`config.mk`:
```
export PLATFORM = sky130hd
export DESIGN_NAME = nes_bank_mapper_scanline_irq_top
export DESIGN_NICKNAME = d
export VERILOG_FILES = /design/src/hdl/nbm_pkg.sv /design/src/hdl/nes_bank_mapper_scanline_irq_top.sv
export VERILOG_INCLUDE_DIRS = /design/src /design/src/hdl
export SDC_FILE = /design/constraint.sdc
export NUM_CORES = 1
export LEC_CHECK = 0
export BUFFER_PORTS_ARGS = -buffer_cell sky130_fd_sc_hd__buf_2
export CORE_MARGIN = 1
export CORE_UTILIZATION = 40
export DETAILED_ROUTE_END_ITERATION = 10
export HOLD_SLACK_MARGIN = 0.15
export SLEW_MARGIN = 5
export SYNTH_ARGS = -nofsm -noshare
export SYNTH_HDL_FRONTEND = slang
export SYNTH_SLANG_ARGS = --single-unit
export TNS_END_PERCENT = 5
```
`constraint.sdc`:
```
create_clock -name clk -period 5 [get_ports clk]
set_input_delay 1.5 -clock clk [delete_from_list [all_inputs] [get_ports clk]]
set_output_delay 1.5 -clock clk [all_outputs]
set_load 0.02 [all_outputs]
```
`src/hdl/nes_bank_mapper_scanline_irq_top_assert.svh`:
```
// assertion macros for the bank mapper top level
`ifndef NES_BANK_MAPPER_SCANLINE_IRQ_TOP_ASSERT_SVH
`define NES_BANK_MAPPER_SCANLINE_IRQ_TOP_ASSERT_SVH

// same-cycle implication, checked outside reset
`define NBM_ASSERT_NOW(lbl, ante, cons) \
  lbl: assert property (@(posedge clk) disable iff (!rst_n) (ante) |-> (cons)) \
    else $error("nbm assertion failed");

// next-cycle implication, checked outside reset
`define NBM_ASSERT_NEXT(lbl, ante, cons) \
  lbl: assert property (@(posedge clk) disable iff (!rst_n) (ante) |=> (cons)) \
    else $error("nbm assertion failed");

`endif

```
`src/hdl/nbm_pkg.sv`:
```
// types and constants for the bank mapper with scanline irq
`timescale 1ns / 1ps

package nbm_pkg;

  localparam int FUNC_W = 2;
  localparam int ADDR_W = 16;
  localparam int DATA_W = 8;
  localparam int MAP_W  = 18;
  localparam int BANK_W = 8;

  localparam int PROG_BANK_BITS    = 5;
  localparam int PATTERN_BANK_BITS = 8;

  localparam logic [BANK_W-1:0] PROG_MASK =
    BANK_W'((9'd1 << PROG_BANK_BITS) - 9'd1);
  localparam logic [BANK_W-1:0] PAT_MASK =
    BANK_W'((9'd1 << PATTERN_BANK_BITS) - 9'd1);

  typedef enum logic [FUNC_W-1:0] {
    FUNC_WRITE     = 2'd0,
    FUNC_TICK      = 2'd1,
    FUNC_XLATE_CPU = 2'd2,
    FUNC_XLATE_PPU = 2'd3
  } func_t;

  typedef enum logic [3:0] {
    PAGE_PRG = 4'h8,
    PAGE_CHR = 4'hA,
    PAGE_IRQ = 4'hC,
    PAGE_MIR = 4'hD,
    PAGE_IEN = 4'hE
  } page_t;

  localparam logic [1:0] IRQ_SEL_RELOAD = 2'd1;
  localparam logic [1:0] IRQ_SEL_ARM    = 2'd3;
  localparam logic [1:0] SLOT_FIXED     = 2'd3;
  localparam logic [BANK_W-1:0] BANK_LAST = '1;

  localparam logic [BANK_W-1:0] PROG_RESET [4] = '{8'hFC, 8'hFD, 8'hFE, 8'hFF};

endpackage

```
`src/hdl/nes_bank_mapper_scanline_irq_top.sv`:
```
// Bank mapper with scanline irq counter. Takes one item per clock when the
// result side keeps up; each item is held in the input register and then
// written to the result register. Bank, mirroring and irq state change as
// an item moves from the input register to the result register, so items
// see the effect of all earlier items. irq_line and mirror_vertical give
// the state after the item; mapped_addr and addr_valid are zero for writes
// and ticks.
`timescale 1ns / 1ps

`include "nes_bank_mapper_scanline_irq_top_assert.svh"

module nes_bank_mapper_scanline_irq_top (
  input  logic                      clk,
  input  logic                      rst_n,
  input  logic                      in_valid,
  output logic                      in_stall,
  input  logic [nbm_pkg::FUNC_W-1:0] in_func,
  input  logic [nbm_pkg::ADDR_W-1:0] in_addr,
  input  logic [nbm_pkg::DATA_W-1:0] in_data,
  output logic                      out_valid,
  input  logic                      out_stall,
  output logic [nbm_pkg::MAP_W-1:0] out_mapped_addr,
  output logic                      out_addr_valid,
  output logic                      out_irq_line,
  output logic                      out_mirror_vertical
);
  import nbm_pkg::*;

  // input register
  logic              s1_valid_r;
  func_t             s1_func_r;
  logic [ADDR_W-1:0] s1_addr_r;
  logic [DATA_W-1:0] s1_data_r;

  // mapper state
  logic [BANK_W-1:0] prog_bank_r [4];
  logic [BANK_W-1:0] prog_bank_nxt [4];
  logic [BANK_W-1:0] pattern_bank_r [8];
  logic [BANK_W-1:0] pattern_bank_nxt [8];
  logic              mirror_bit_r, mirror_bit_nxt;
  logic              irq_enable_r, irq_enable_nxt;
  logic              irq_armed_r, irq_armed_nxt;
  logic [7:0]        irq_count_r, irq_count_nxt;
  logic [7:0]        irq_reload_r, irq_reload_nxt;
  logic              irq_pending_r, irq_pending_nxt;

  // result register
  logic              out_valid_r;
  logic [MAP_W-1:0]  mapped_r, mapped_nxt;
  logic              addr_valid_r, addr_valid_nxt;

  logic              in_acc;
  logic              s1_adv;
  logic [3:0]        page;
  logic [1:0]        slot;
  logic [BANK_W-1:0] cpu_bank;
  logic [BANK_W-1:0] ppu_bank;
  logic [BANK_W+12:0] cpu_off;

  assign s1_adv   = s1_valid_r && (!out_valid_r || !out_stall);
  assign in_stall = s1_valid_r && !s1_adv;
  assign in_acc   = in_valid && !in_stall;

  assign page = s1_addr_r[15:12];
  assign slot = s1_addr_r[14:13];

  assign cpu_bank = ((slot == SLOT_FIXED) ? BANK_LAST : prog_bank_r[slot]) & PROG_MASK;
  assign ppu_bank = pattern_bank_r[s1_addr_r[12:10]] & PAT_MASK;
  assign cpu_off  = {cpu_bank, s1_addr_r[12:0]};

  always_comb begin
    prog_bank_nxt    = prog_bank_r;
    pattern_bank_nxt = pattern_bank_r;
    mirror_bit_nxt   = mirror_bit_r;
    irq_enable_nxt   = irq_enable_r;
    irq_armed_nxt    = irq_armed_r;
    irq_count_nxt    = irq_count_r;
    irq_reload_nxt   = irq_reload_r;
    irq_pending_nxt  = irq_pending_r;
    mapped_nxt       = '0;
    addr_valid_nxt   = 1'b0;
    case (s1_func_r)
      FUNC_WRITE: begin
        case (page)
          PAGE_PRG: prog_bank_nxt[s1_addr_r[1:0]] = s1_data_r;
          PAGE_CHR: begin
            if (!s1_addr_r[3]) begin
              pattern_bank_nxt[s1_addr_r[2:0]] = s1_data_r;
            end
          end
          PAGE_IRQ: begin
            if (s1_addr_r[1:0] == IRQ_SEL_RELOAD) begin
              irq_reload_nxt = s1_data_r;
            end else if (s1_addr_r[1:0] == IRQ_SEL_ARM) begin
              irq_count_nxt = irq_reload_r;
              irq_armed_nxt = 1'b1;
            end
            irq_pending_nxt = 1'b0;
          end
          PAGE_MIR: mirror_bit_nxt = s1_data_r[0];
          PAGE_IEN: begin
            irq_enable_nxt  = s1_data_r[0];
            irq_pending_nxt = 1'b0;
          end
          default: ;
        endcase
      end
      FUNC_TICK: begin
        if (irq_enable_r && irq_armed_r && (irq_count_r != 8'd0)) begin
          irq_count_nxt = irq_count_r - 8'd1;
          if (irq_count_r == 8'd1) begin
            irq_armed_nxt   = 1'b0;
            irq_pending_nxt = 1'b1;
          end
        end
      end
      FUNC_XLATE_CPU: begin
        if (s1_addr_r[15]) begin
          mapped_nxt     = cpu_off[MAP_W-1:0];
          addr_valid_nxt = 1'b1;
        end
      end
      FUNC_XLATE_PPU: begin
        if (s1_addr_r[15:13] == 3'd0) begin
          mapped_nxt     = {ppu_bank, s1_addr_r[9:0]};
          addr_valid_nxt = 1'b1;
        end
      end
      default: ;
    endcase
  end

  always_ff @(posedge clk) begin
    if (!rst_n) begin
      s1_valid_r <= 1'b0;
    end else if (in_acc) begin
      s1_valid_r <= 1'b1;
    end else if (s1_adv) begin
      s1_valid_r <= 1'b0;
    end
  end

  always_ff @(posedge clk) begin
    if (in_acc) begin
      s1_func_r <= func_t'(in_func);
      s1_addr_r <= in_addr;
      s1_data_r <= in_data;
    end
  end

  always_ff @(posedge clk) begin
    if (!rst_n) begin
      prog_bank_r    <= PROG_RESET;
      pattern_bank_r <= '{default: '0};
      mirror_bit_r   <= 1'b0;
      irq_enable_r   <= 1'b0;
      irq_armed_r    <= 1'b0;
      irq_count_r    <= '0;
      irq_reload_r   <= '0;
      irq_pending_r  <= 1'b0;
    end else if (s1_adv) begin
      prog_bank_r    <= prog_bank_nxt;
      pattern_bank_r <= pattern_bank_nxt;
      mirror_bit_r   <= mirror_bit_nxt;
      irq_enable_r   <= irq_enable_nxt;
      irq_armed_r    <= irq_armed_nxt;
      irq_count_r    <= irq_count_nxt;
      irq_reload_r   <= irq_reload_nxt;
      irq_pending_r  <= irq_pending_nxt;
    end
  end

  always_ff @(posedge clk) begin
    if (!rst_n) begin
      out_valid_r <= 1'b0;
    end else if (s1_adv) begin
      out_valid_r <= 1'b1;
    end else if (!out_stall) begin
      out_valid_r <= 1'b0;
    end
  end

  always_ff @(posedge clk) begin
    if (s1_adv) begin
      mapped_r     <= mapped_nxt;
      addr_valid_r <= addr_valid_nxt;
    end
  end

  assign out_valid           = out_valid_r;
  assign out_mapped_addr     = mapped_r;
  assign out_addr_valid      = addr_valid_r;
  assign out_irq_line        = irq_pending_r;
  assign out_mirror_vertical = ~mirror_bit_r;

  // last counted scanline raises the irq
  `NBM_ASSERT_NEXT(a_irq_on_last_tick,
    s1_adv && (s1_func_r == FUNC_TICK) && irq_enable_r && irq_armed_r &&
      (irq_count_r == 8'd1),
    irq_pending_r && !irq_armed_r)

  // the irq only rises on a tick
  `NBM_ASSERT_NOW(a_irq_rise_from_tick,
    $rose(irq_pending_r),
    $past(s1_adv) && ($past(s1_func_r) == FUNC_TICK))

  // untranslated items carry a zero offset
  `NBM_ASSERT_NOW(a_zero_when_unmapped,
    out_valid_r && !addr_valid_r,
    mapped_r == '0)

endmodule
```
==> flow_summary.json <==
{
  "layout_setup_ws_ns": 1.52,
  "cp.required_ns": 3.50,
  "cts_root_buffer": "clkbuf_16",
  "synth.avg_cell_area_um2": 11.2,
  "clk_pin_slew_worst_paths_ns": 0.06,
  "wl_per_cell_um": 17.4,
  "fin_cells": 825,
  "fillers": 1367,
  "ios": 53,
  "initial_core_util_pct": 41.2,
  "path_class": "in2out",
  "relSlewSlack_pct": 24.7,
  "crit_fanout": 3,
  "antenna_left": 0,
  "critical_path.max_stage_delay_ns": 0.20,
  "critPathBufInv": 2,
  "worstMarginPinSlew_ns": 1.12,
  "cp_slowest_cell": "and3_1",
  "grt_usage_pct": 18.9,
  "layout-drive-gt1-share_pct": 20.2,
  "syn_area_um2": 6290,
  "clk_latency_ns": 0.42,
  "synth_cell_types": 50,
  "maxSlewViolCount": 0,
  "wl_um": 14400,
  "die_x_um": 127,
  "layout_common_cells": "dfxtp_1 (101), nand2_1 (86), mux2i_1 (81), buf_2 (52), edfxtp_1 (45)",
  "grt_setup_unrepaired": "no",
  "grt_overflow": 0,
  "grt_start_max_net_pins": 93,
  "path_common_cell": "buf_2",
  "die_area_um2": 16200,
  "setup_violations": 0,
  "drv_cap": 0,
  "ys.flop_type": "dfxtp_1",
  "dp.cells": 793,
  "cp.arrival_ns": 1.98,
  "syn2layout_area_growth_pct": 15.9,
  "clockBufferDepth": 2,
  "ys_ff_latch": 146,
  "htreeDepth": 4,
  "die_h_um": 127,
  "synth_cells": 563,
  "first_global_vias": 4452,
  "fin_util_pct": 47.8,
  "vias_per_cell": 5.35,
  "antenna_found_initial": 0,
  "period_needed_ns": 3.48,
  "leakage_uw": 0.00298,
  "grt_pass1_wl_um": 23200,
  "detail_route.iter0.violations": 299,
  "worstPathCellList": "buf_2 > and3_1 > buf_2",
  "route.detailed.drc": 0,
  "finalHoldViolations": 0,
  "p_total_uw": 2660,
  "fin_tns_setup_ns": 0,
  "power_density_nw_per_um2": 364,
  "yosysSeqAreaShare_pct": 53.6,
  "max_freq_mhz": 287,
  "clock_sinks": 146,
  "crit_path_end_kind": "output port",
  "synth_edf_count": 45,
  "cts_tree": "yes",
  "hold_class": "reg2reg",
  "layout_commonest_cell": "dfxtp_1",
  "rows": 45,
  "syn-num-nets": 596,
  "port_buffers": 52,
  "antenna_cells": 0,
  "gp_congestion": 0.845,
  "ys_async_sr_fraction_pct": 0,
  "start_kind": "input pin",
  "cts_hold_buf": 0,
  "ir_drop_mv": 0.224,
  "status": "finished clean",
  "drtPass1Iterations": 4,
  "core_area_um2": 15300,
  "cts.repair.resized": 0,
  "vias": 4412,
  "post_cts_buffers": 0,
  "path_delay_family": "buffers and inverters",
  "yosysWarnings": 0,
  "numCtsBuffers": 17,
  "dp_hpwl_um": 9370,
  "period_share_pct": 69.7,
  "pre_cts_ws_ns": 1.51,
  "nets": 634,
  "fin_skew_ns": 0.0109
}
-- layout make-up --
| cell class | instances | area, um^2 | share of cell area, % |
|---|---|---|---|
| Sequential cell | 146 | 3370 | 46.3 |
| Multi-Input combinational cell | 372 | 2750 | 37.7 |
| Clock buffer | 21 | 450 | 6.18 |
| Timing Repair Buffer | 56 | 290 | 3.98 |
| Tap cell | 211 | 264 | 3.62 |
| Clock inverter | 11 | 138 | 1.89 |
| Inverter | 8 | 30.0 | 0.412 |
-- logic make-up (layout without fill, tap and decap cells) --
group | after synthesis | count (layout) | share of synthesized area [%]
AND/OR/NAND/NOR | 201 | 201 | 16.7
flip-flops | 146 | 146 | 53.6
multiplexers | 103 | 103 | 19.7
AO/OA/AOI/OAI | 65 | 65 | 6.62
buffers and inverters | 45 | 96 | 2.76
adder cells (fa/ha/maj) | 3 | 3 | 0.597
-- Yosys cell counts (2+ instances only) --
cell      instances  area (um^2)
edfxtp_1         45         1350
nand2b_1          6         37.5
or4_1             2         15.0
a21oi_1          11         55.1
nand3_1          30          150
dfxtp_1         101         2020
and2_1           13         81.3
nand4_2           2         25.0
nor2b_1           6         37.5
or2_2             2         12.5
nor4_1            6         37.5
a32o_1            5         50.1
o22ai_1           5         31.3
nor3b_1           2         15.0
mux4_2           16          360
nand3_2           6         60.1
inv_1             8         30.0
mux2i_1          81          811
nor2_1           20         75.1
nor4_4            2         42.5
clkbuf_1         33          124
nor3_1            4         20.0
buf_2             4         20.0
nand2_1          86          323
o221ai_1          7         61.3
o41ai_1           2         17.5
ha_1              3         37.5
mux2_2            6         67.6
o21ai_0          28          140
-- through the flow --
step / hold slack [ns] / instance area, um^2
finish: 0.458 / 7290
detailed placement: 0.451 / 6700
global route: 0.477 / 7290
global placement: 0.442 / 6700
floorplan: 0.436 / 6290
CTS: 0.459 / 7290
-- power breakdown --
group	switching [uW]	internal, uW
logic	76.6	38.3
clock network	476	792
registers	27.7	1250
-- worst paths after layout --
| path | start | endpoint | slack [ns] | cells after the start |
|---|---|---|---|---|
| setup / recovery | out_stall | in_stall | 1.52 | 3 |
| hold / removal | pattern_bank_r[58] | pattern_bank_r[58] | 0.46 | 2 |
| setup reg to reg | s1_addr_r[12] | irq_count_r[0] | 2.25 | 4 |
| hold reg to reg | pattern_bank_r[58] | pattern_bank_r[58] | 0.46 | 2 |
-- layer usage --
layer | global-route usage (%) | share of wire, % | vias to the layer above
li1 | - | - | 2128
met1 | 25.1 | 48 | 2161
met2 | 30.3 | 46 | 112
met3 | 4.15 | 5.2 | 11
met4 | 6.44 | 1.2 | 0
met5 | 0 | 0 | -
-- sequential cells by signal (all words and copies together) (netlist names), 2 cells and up --
register	cells
pattern_bank_r	64
out_mapped_addr	18
s1_addr_r	16
prog_bank_r	15
irq_count_r	8
irq_reload_r	8
s1_data_r	8
s1_func_r	2
-- worst reg2reg max path: stages (launching register included) --
cell,delay (ns)
edfxtp_1,0.75
nand4bb_1,0.41
nor4_1,0.95
o221ai_1,0.23
a221oi_1,0.32
No activity file was read; power rests on OpenSTA's default activity.
